[src/key_matrix_debounce_assert.svh]
// ----------------------------------------------------------------------------
// Key matrix debounce assertion macros
// Shared concurrent assertion forms, clocked on clk and disabled in reset.
// ----------------------------------------------------------------------------
`ifndef KEY_MATRIX_DEBOUNCE_ASSERT_SVH
`define KEY_MATRIX_DEBOUNCE_ASSERT_SVH

// Same-cycle implication.
`define KMD_ASSERT_NOW(lbl, ante, cons) \
    lbl: assert property (@(posedge clk) disable iff (!rst_n) (ante) |-> (cons)) \
        else $error("key matrix debounce: same-cycle check failed");

// Next-cycle implication.
`define KMD_ASSERT_NEXT(lbl, ante, cons) \
    lbl: assert property (@(posedge clk) disable iff (!rst_n) (ante) |=> (cons)) \
        else $error("key matrix debounce: next-cycle check failed");

`endif

[src/kmd_pkg.sv]
// ----------------------------------------------------------------------------
// Key matrix debounce package
// Types, constants and the per-key debounce step shared by the block.
// ----------------------------------------------------------------------------
`default_nettype none

package kmd_pkg;

    localparam int MAX_COLS     = 16;
    localparam int ROW_W        = 4;
    localparam int LEVEL_W      = 16;
    localparam int STEADY_W     = 7;
    localparam int THRESH_W     = 7;
    localparam int COLS_W       = 5;
    localparam int CFG_DATA_W   = 7;
    localparam int CFG_INDEX_W  = 2;
    localparam int CNT_W        = 8;

    localparam int DEF_ROW_COUNT = 16;
    localparam int DEF_COL_COUNT = 16;

    localparam logic [CFG_INDEX_W-1:0] REG_STEADY_LIMIT        = 2'd0;
    localparam logic [CFG_INDEX_W-1:0] REG_TRANSIENT_THRESHOLD = 2'd1;
    localparam logic [CFG_INDEX_W-1:0] REG_COLUMNS_IN_USE      = 2'd2;

    localparam logic [STEADY_W-1:0] RST_STEADY_LIMIT        = 7'd8;
    localparam logic [THRESH_W-1:0] RST_TRANSIENT_THRESHOLD = 7'd4;
    localparam logic [COLS_W-1:0]   RST_COLUMNS_IN_USE      = 5'd16;

    typedef enum logic [1:0] {
        PH_RELEASED = 2'd0,
        PH_RISING   = 2'd1,
        PH_PRESSED  = 2'd2,
        PH_FALLING  = 2'd3
    } phase_t;

    typedef struct packed {
        phase_t                   phase;
        logic signed [CNT_W-1:0]  counter;
    } key_state_t;

    typedef struct packed {
        key_state_t key;
        logic       event_flag;
    } key_step_t;

    localparam key_state_t KEY_RESET = '{
        phase:   PH_RELEASED,
        counter: -$signed({1'b0, RST_STEADY_LIMIT})
    };

    function automatic key_step_t key_step(
        input key_state_t              k,
        input logic                    active,
        input logic signed [CNT_W-1:0] s,
        input logic signed [CNT_W-1:0] t
    );
        logic signed [CNT_W-1:0] cnt;
        phase_t                  ph;
        logic                    ev;
        key_step_t               res;
        cnt = k.counter;
        ph  = k.phase;
        ev  = 1'b0;
        if (active)
        begin
            if (cnt < s)
                cnt = cnt + 8'sd1;
        end
        else
        begin
            if (cnt > -s)
                cnt = cnt - 8'sd1;
        end
        case (ph)
            PH_RELEASED:
            begin
                if (cnt >= -t)
                begin
                    cnt = '0;
                    ph  = PH_RISING;
                    ev  = 1'b1;
                end
            end
            PH_RISING:
            begin
                if (cnt == s)
                    ph = PH_PRESSED;
                else if (cnt == -s)
                begin
                    ph = PH_RELEASED;
                    ev = 1'b1;
                end
            end
            PH_PRESSED:
            begin
                if (cnt <= t)
                begin
                    cnt = '0;
                    ph  = PH_FALLING;
                    ev  = 1'b1;
                end
            end
            default:
            begin
                if (cnt == s)
                begin
                    ph = PH_PRESSED;
                    ev = 1'b1;
                end
                else if (cnt == -s)
                    ph = PH_RELEASED;
            end
        endcase
        res.key.counter = cnt;
        res.key.phase   = ph;
        res.event_flag  = ev;
        return res;
    endfunction

endpackage

`default_nettype wire

[src/key_matrix_debounce.sv]
// ----------------------------------------------------------------------------
// Key matrix debounce
// Integrating-counter debouncer for a scanned key matrix, one row per word.
// ----------------------------------------------------------------------------
// The block takes one scanned row per cycle while the output is not stalled
// and returns one result word per row. A row is registered in stage s1 and
// its result in the output register; up to two words wait inside while the
// output is stalled. The rate is one word per cycle, set by the row-wide
// state memory, which is read when an in-range word is accepted and written
// back when that word leaves s1; a read of the row being written gets the
// new state through a bypass. Each row has a valid bit cleared by reset, so
// there is no clearing pass and the block is ready at once after reset.
// Configuration writes take effect immediately and are meant for idle periods.
`default_nettype none

`include "key_matrix_debounce_assert.svh"

module key_matrix_debounce
    import kmd_pkg::*;
#(
    parameter int ROW_COUNT = DEF_ROW_COUNT,
    parameter int COL_COUNT = DEF_COL_COUNT
)
(
    input  wire                     clk,
    input  wire                     rst_n,
    input  wire                     cfg_write,
    input  wire  [CFG_INDEX_W-1:0]  cfg_index,
    input  wire  [CFG_DATA_W-1:0]   cfg_data,
    input  wire                     in_valid,
    output logic                    in_ready,
    input  wire  [ROW_W-1:0]        row_index,
    input  wire  [LEVEL_W-1:0]      column_levels,
    output logic                    out_valid,
    input  wire                     out_ready,
    output logic [ROW_W-1:0]        row_echo,
    output logic [LEVEL_W-1:0]      event_mask,
    output logic [LEVEL_W-1:0]      pressed_mask
);

    localparam int ADDR_W = (ROW_COUNT > 1) ? $clog2(ROW_COUNT) : 1;

    logic [STEADY_W-1:0] steady_reg;
    logic [THRESH_W-1:0] threshold_reg;
    logic [COLS_W-1:0]   columns_reg;

    logic                s1_valid_reg;
    logic [ROW_W-1:0]    s1_row_reg;
    logic [LEVEL_W-1:0]  s1_levels_reg;
    logic                s1_in_range_reg;
    logic [ADDR_W-1:0]   s1_addr_reg;

    logic                out_valid_reg;
    logic [ROW_W-1:0]    out_row_reg;
    logic [LEVEL_W-1:0]  out_event_reg;
    logic [LEVEL_W-1:0]  out_pressed_reg;

    logic                s1_go;
    logic                in_fire;
    logic                in_range;
    logic [ADDR_W-1:0]   in_addr;
    logic                rd_en;
    logic                wr_en;

    key_state_t [COL_COUNT-1:0] old_keys;
    key_state_t [COL_COUNT-1:0] new_keys;
    logic [COL_COUNT-1:0]       event_bits;
    logic [COL_COUNT-1:0]       pressed_bits;

    always_ff @(posedge clk or negedge rst_n)
    begin
        if (!rst_n)
        begin
            steady_reg    <= RST_STEADY_LIMIT;
            threshold_reg <= RST_TRANSIENT_THRESHOLD;
            columns_reg   <= RST_COLUMNS_IN_USE;
        end
        else if (cfg_write)
        begin
            case (cfg_index)
                REG_STEADY_LIMIT:        steady_reg    <= STEADY_W'(cfg_data);
                REG_TRANSIENT_THRESHOLD: threshold_reg <= THRESH_W'(cfg_data);
                REG_COLUMNS_IN_USE:      columns_reg   <= COLS_W'(cfg_data);
                default:                 ;
            endcase
        end
    end

    assign s1_go    = s1_valid_reg && (!out_valid_reg || out_ready);
    assign in_ready = !s1_valid_reg || s1_go;
    assign in_fire  = in_valid && in_ready;
    assign in_range = (32'(row_index) < ROW_COUNT);
    assign in_addr  = ADDR_W'(row_index);
    assign rd_en    = in_fire && in_range;
    assign wr_en    = s1_go && s1_in_range_reg;

    kmd_state_mem #(
        .ROW_COUNT (ROW_COUNT),
        .COL_COUNT (COL_COUNT)
    ) u_state_mem (
        .clk     (clk),
        .rst_n   (rst_n),
        .rd_en   (rd_en),
        .rd_addr (in_addr),
        .rd_keys (old_keys),
        .wr_en   (wr_en),
        .wr_addr (s1_addr_reg),
        .wr_keys (new_keys)
    );

    kmd_row_update #(
        .COL_COUNT (COL_COUNT)
    ) u_row_update (
        .old_keys            (old_keys),
        .levels              (s1_levels_reg),
        .in_range            (s1_in_range_reg),
        .steady_limit        (steady_reg),
        .transient_threshold (threshold_reg),
        .columns_in_use      (columns_reg),
        .new_keys            (new_keys),
        .event_bits          (event_bits),
        .pressed_bits        (pressed_bits)
    );

    always_ff @(posedge clk)
    begin
        if (in_fire)
        begin
            s1_row_reg      <= row_index;
            s1_levels_reg   <= column_levels;
            s1_in_range_reg <= in_range;
            s1_addr_reg     <= in_addr;
        end
        if (s1_go)
        begin
            out_row_reg     <= s1_row_reg;
            out_event_reg   <= LEVEL_W'(event_bits);
            out_pressed_reg <= LEVEL_W'(pressed_bits);
        end
    end

    always_ff @(posedge clk or negedge rst_n)
    begin
        if (!rst_n)
        begin
            s1_valid_reg  <= 1'b0;
            out_valid_reg <= 1'b0;
        end
        else
        begin
            if (in_fire)
                s1_valid_reg <= 1'b1;
            else if (s1_go)
                s1_valid_reg <= 1'b0;
            if (s1_go)
                out_valid_reg <= 1'b1;
            else if (out_ready)
                out_valid_reg <= 1'b0;
        end
    end

    assign out_valid    = out_valid_reg;
    assign row_echo     = out_row_reg;
    assign event_mask   = out_event_reg;
    assign pressed_mask = out_pressed_reg;

    `KMD_ASSERT_NOW(a_stall_blocks_input, s1_valid_reg && !s1_go, !in_ready)
    `KMD_ASSERT_NEXT(a_write_makes_result, wr_en, out_valid_reg)
    `KMD_ASSERT_NEXT(a_out_of_range_quiet, s1_go && !s1_in_range_reg,
                     (out_event_reg == '0) && (out_pressed_reg == '0))

endmodule

`default_nettype wire

[src/kmd_state_mem.sv]
// ----------------------------------------------------------------------------
// Key state memory
// One row of key states per entry, a registered read, per-row valid
// bits that make an unwritten row read as the reset state, and a bypass for
// a read that meets a write to the same row.
// ----------------------------------------------------------------------------
`default_nettype none

module kmd_state_mem
    import kmd_pkg::*;
#(
    parameter int ROW_COUNT = DEF_ROW_COUNT,
    parameter int COL_COUNT = DEF_COL_COUNT
)
(
    input  wire                                  clk,
    input  wire                                  rst_n,
    input  wire                                  rd_en,
    input  wire  [((ROW_COUNT > 1) ? $clog2(ROW_COUNT) : 1)-1:0] rd_addr,
    output key_state_t [COL_COUNT-1:0]           rd_keys,
    input  wire                                  wr_en,
    input  wire  [((ROW_COUNT > 1) ? $clog2(ROW_COUNT) : 1)-1:0] wr_addr,
    input  key_state_t [COL_COUNT-1:0]           wr_keys
);

    key_state_t [COL_COUNT-1:0] mem [ROW_COUNT];

    logic [ROW_COUNT-1:0]       row_valid_reg;
    key_state_t [COL_COUNT-1:0] rd_data_reg;
    logic                       rd_valid_reg;
    logic                       fwd_hit_reg;
    key_state_t [COL_COUNT-1:0] fwd_data_reg;

    always_ff @(posedge clk)
    begin
        if (wr_en)
            mem[wr_addr] <= wr_keys;
    end

    always_ff @(posedge clk)
    begin
        if (rd_en)
        begin
            rd_data_reg  <= mem[rd_addr];
            fwd_data_reg <= wr_keys;
        end
    end

    always_ff @(posedge clk or negedge rst_n)
    begin
        if (!rst_n)
        begin
            row_valid_reg <= '0;
            rd_valid_reg  <= 1'b0;
            fwd_hit_reg   <= 1'b0;
        end
        else
        begin
            if (wr_en)
                row_valid_reg[wr_addr] <= 1'b1;
            if (rd_en)
            begin
                rd_valid_reg <= row_valid_reg[rd_addr];
                fwd_hit_reg  <= wr_en && (wr_addr == rd_addr);
            end
        end
    end

    always_comb
    begin
        if (fwd_hit_reg)
            rd_keys = fwd_data_reg;
        else if (rd_valid_reg)
            rd_keys = rd_data_reg;
        else
            rd_keys = {COL_COUNT{KEY_RESET}};
    end

endmodule

`default_nettype wire

[src/kmd_row_update.sv]
// ----------------------------------------------------------------------------
// Row update
// One debounce lane per column: steps every enabled key of the row and
// builds the event and pressed masks.
// ----------------------------------------------------------------------------
`default_nettype none

module kmd_row_update
    import kmd_pkg::*;
#(
    parameter int COL_COUNT = DEF_COL_COUNT
)
(
    input  key_state_t [COL_COUNT-1:0] old_keys,
    input  wire  [LEVEL_W-1:0]         levels,
    input  wire                        in_range,
    input  wire  [STEADY_W-1:0]        steady_limit,
    input  wire  [THRESH_W-1:0]        transient_threshold,
    input  wire  [COLS_W-1:0]          columns_in_use,
    output key_state_t [COL_COUNT-1:0] new_keys,
    output logic [COL_COUNT-1:0]       event_bits,
    output logic [COL_COUNT-1:0]       pressed_bits
);

    logic signed [CNT_W-1:0] s_eff;
    logic signed [CNT_W-1:0] t_eff;

    assign s_eff = (steady_limit == '0) ? 8'sd1 : $signed({1'b0, steady_limit});
    assign t_eff = $signed({1'b0, transient_threshold});

    for (genvar c = 0; c < COL_COUNT; c++)
    begin : g_lane
        localparam logic [COLS_W-1:0] COL_IDX = COLS_W'(c);
        logic      enable;
        key_step_t step;

        assign enable = in_range && (COL_IDX < columns_in_use);
        assign step   = key_step(old_keys[c], ~levels[c], s_eff, t_eff);

        assign new_keys[c]     = enable ? step.key : old_keys[c];
        assign event_bits[c]   = enable && step.event_flag;
        assign pressed_bits[c] = enable && ((step.key.phase == PH_RISING) ||
                                            (step.key.phase == PH_PRESSED));
    end

endmodule

`default_nettype wire

[config.mk]
export PLATFORM = sky130hd
export DESIGN_NAME = key_matrix_debounce
export DESIGN_NICKNAME = d
export VERILOG_FILES = /design/src/kmd_pkg.sv /design/src/key_matrix_debounce.sv /design/src/kmd_state_mem.sv /design/src/kmd_row_update.sv
export VERILOG_INCLUDE_DIRS = /design/src /design/src/src
export SDC_FILE = /design/constraint.sdc
export NUM_CORES = 2
export LEC_CHECK = 0
export ABC_CLOCK_PERIOD_IN_PS = 29400
export BUFFER_PORTS_ARGS = -buffer_cell sky130_fd_sc_hd__buf_4
export CAP_MARGIN = 10
export CORE_ASPECT_RATIO = 1.2
export CORE_UTILIZATION = 45
export DETAILED_ROUTE_END_ITERATION = 10
export SLEW_MARGIN = 20
export SYNTH_ARGS = -nofsm -noshare
export SYNTH_HDL_FRONTEND = slang
export SYNTH_SLANG_ARGS = --single-unit
[constraint.sdc]
create_clock -name clk -period 29.4 [get_ports clk]
set_input_delay 1.47 -clock clk [delete_from_list [all_inputs] [get_ports clk]]
set_output_delay 1.47 -clock clk [all_outputs]
set_load 0.1 [all_outputs]
==> run metrics <==
status finished, final reports clean; Hold Path Class reg -> reg; f_max 107.1 MHz; Cells after Synth ~8300; Slew headroom ~20%; H-tree Lvls 5; worst path arrival time 9.90 ns; vias per inst 6.409; Post-synth EDFFs approximately 2900; crit-path most repeated cell a21o_1; most frequent cells in the layout edfxtp_1 (2936), mux4_2 (789), ha_1 (433), buf_4 (342), nand2_1 (327); Max Used Layer met5; Net Sw Power about 4.5 mW; routed length on met3 28.62 mm; GPL Wtd Cong between 0.9 and 1; RSZ-0062 raised after global routing no; register area share after synthesis 64.76%; WL final 415.2 mm; pwr/cell area 88.07 nW/µm²; Final Max Slew Viols 0; peak supply drop 0.00004711 V; total CTS buffers 309; Starting DRT DRC Count 9211; Slew @ Worst Pin 1.185 ns; DR WL/cell 32.21 µm; hold slack 0.4625 ns; fraction of registers with async set/reset 1.311%; Max-Cap Viols 0; synthesis-stage register bit count 2975; Initial Util 45.22%; wire length on met2 199.6 mm; CTS tree done; mapped cell area between 100000 and 150000 µm²; fin area 154900 µm²; Clock power frac 28.4%; Setup Buffers After CTS 0; max incr delay on CP 0.72 ns; Post-CTS Resized 0; Avg Inst Size Synth 16.57 µm²; P_int approximately 9.1 mW; IO Pins 72; CP endpoint kind flip-flop; share of cells above drive strength 1 21.53%; global-route usage over all layers between 20% and 30%; Placed Area 144500 µm²; max reg flops 2560; clock-pin slew on the worst setup and hold paths roughly 0.07 ns; vias in the first global route 82810; min Tclk post-route 9.337 ns; Synth warnings 0; Setup Total Neg Slack 0 ns; 1st-pass router iterations 6; core area approximately 300000 µm²; Sw Share 33.25%; CP Class reg -> reg; pin count of the biggest net entering global routing roughly 140; final hold viol count 0; sequential share of power about two fifths; crit path launch type flip-flop; synth unique cells 125; worst skew pair latency slightly above 0.9 ns; num rows about 220; port bufs 71; # DRC 0; Clock Skew 0.08526 ns; area grow syn2layout 12.52%; root buffer cell clkbuf_16; die area 308100 µm²; setup violators final 0; clk sinks 2975; Hold Buf Count CTS 0; period utilisation layout 31.76%; Nets approximately 9100; Logic pwr share between 30% and 40%; Post-DP HPWL 239.1 mm; Routed Antenna Nets 0; grt ovf 0; Leakage 51.33 nW; initial antenna violation count 15; first-pass GRT wire length slightly below 600 mm; most common cell after layout, fill and taps aside edfxtp_1; Worst Path Required 29.96 ns; maximum clock path buffer count 4; Die X-Extent slightly above 500 µm; Main synth FF type edfxtp_1; M1 wire length about 170 mm; Vias 82610; Chip Height 607.9 µm; crit path max fanout 31; slowest CP cell dfrtp_2
==> logic make-up (layout without fill, tap and decap cells) <==
family,count (synthesis),after routing,synth area share [%]
AO/OA/AOI/OAI,1547,1547,7.659
adder cells (fa/ha/maj),440,440,3.987
buffers and inverters,602,1133,1.724
AND/OR/NAND/NOR,1576,1576,6.106
multiplexers,865,865,13.49
flip-flops,2975,2975,64.76
other,1,21,0.002724
XOR/XNOR,301,301,2.276
==> area by class of cell <==
cell class                 count  area [µm²]
fill                       24990      149500
sequential                  2975       89150
multi-input combinational   4745       46910
clock buffer                 376        8193
tap                         4032        5045
timing repair buffer         368        3003
clock inverter               170        1738
inverter                     219       832.0
antenna                        5       12.51
==> cell usage after synthesis, types with 104 or more instances <==
master / n / area share (%)
nor2b_1: 104 / 0.47
xnor2_1: 256 / 1.6
inv_1: 178 / 0.49
mux4_2: 789 / 13
ha_1: 433 / 3.9
nand3_1: 179 / 0.65
o22ai_1: 129 / 0.59
clkbuf_1: 256 / 0.70
nor3_1: 138 / 0.50
nand2_1: 327 / 0.89
a21oi_1: 331 / 1.2
nand2b_1: 117 / 0.53
edfxtp_1: 2936 / 64
nor2_1: 231 / 0.63
o21ai_0: 266 / 0.97
==> worst paths after layout <==
check	from	endpoint	slack, ns	cells past startpoint
max	u_state_mem.rd_valid_reg	u_state_mem.mem[1][56]	20.06	28
min reg2reg	u_state_mem.row_valid_reg[15]	u_state_mem.row_valid_reg[15]	0.46	1
max reg2reg	u_state_mem.rd_valid_reg	u_state_mem.mem[1][56]	20.06	28
min	u_state_mem.row_valid_reg[15]	u_state_mem.row_valid_reg[15]	0.46	1
max in group asynchronous	rst_n	u_state_mem.fwd_hit_reg	28.23	1
min in group asynchronous	rst_n	out_valid	0.57	1
==> critical path, delay by kind of cell, from the launching register on <==
kind	cells	cell delay, ns
DFF	1	0.72
and+or+nand+nor	7	2.14
AOI/OAI and AO/OA	12	2.66
adders and majority gates	4	1.29
buffers and inverters	5	2.07
==> power by group through the flow <==
stage,Combinational [mW],Sequential (mW),Clock [mW]
finish,4.12,5.65,3.87
floorplan,2.51,5.81,0
global placement,3.91,5.74,0
CTS,4.03,5.66,3.94
global route,4.45,5.67,4.09
detailed placement,4.01,5.74,0
==> layer usage <==
metal	GRT usage [%]	up-vias
li1	-	34730
met2	43.53	3560
met4	8.963	6
met3	3.586	703
met5	0	-
met1	36.84	43610
==> stage by stage <==
stage          setup WS, ns  std cells  total power [mW]  utilization (%)
3_3_place_gp          20.11      12330             9.652            47.45
2_1_floorplan         14.08       8322             8.328                -
5_1_grt               19.60      12890             14.20            50.88
6_report              20.06      12890             13.64            50.88
4_1_cts               19.86      12880             13.63            50.73
3_5_place_dp          19.87      12340             9.757            47.47
Power figures use the tool's default switching activity.
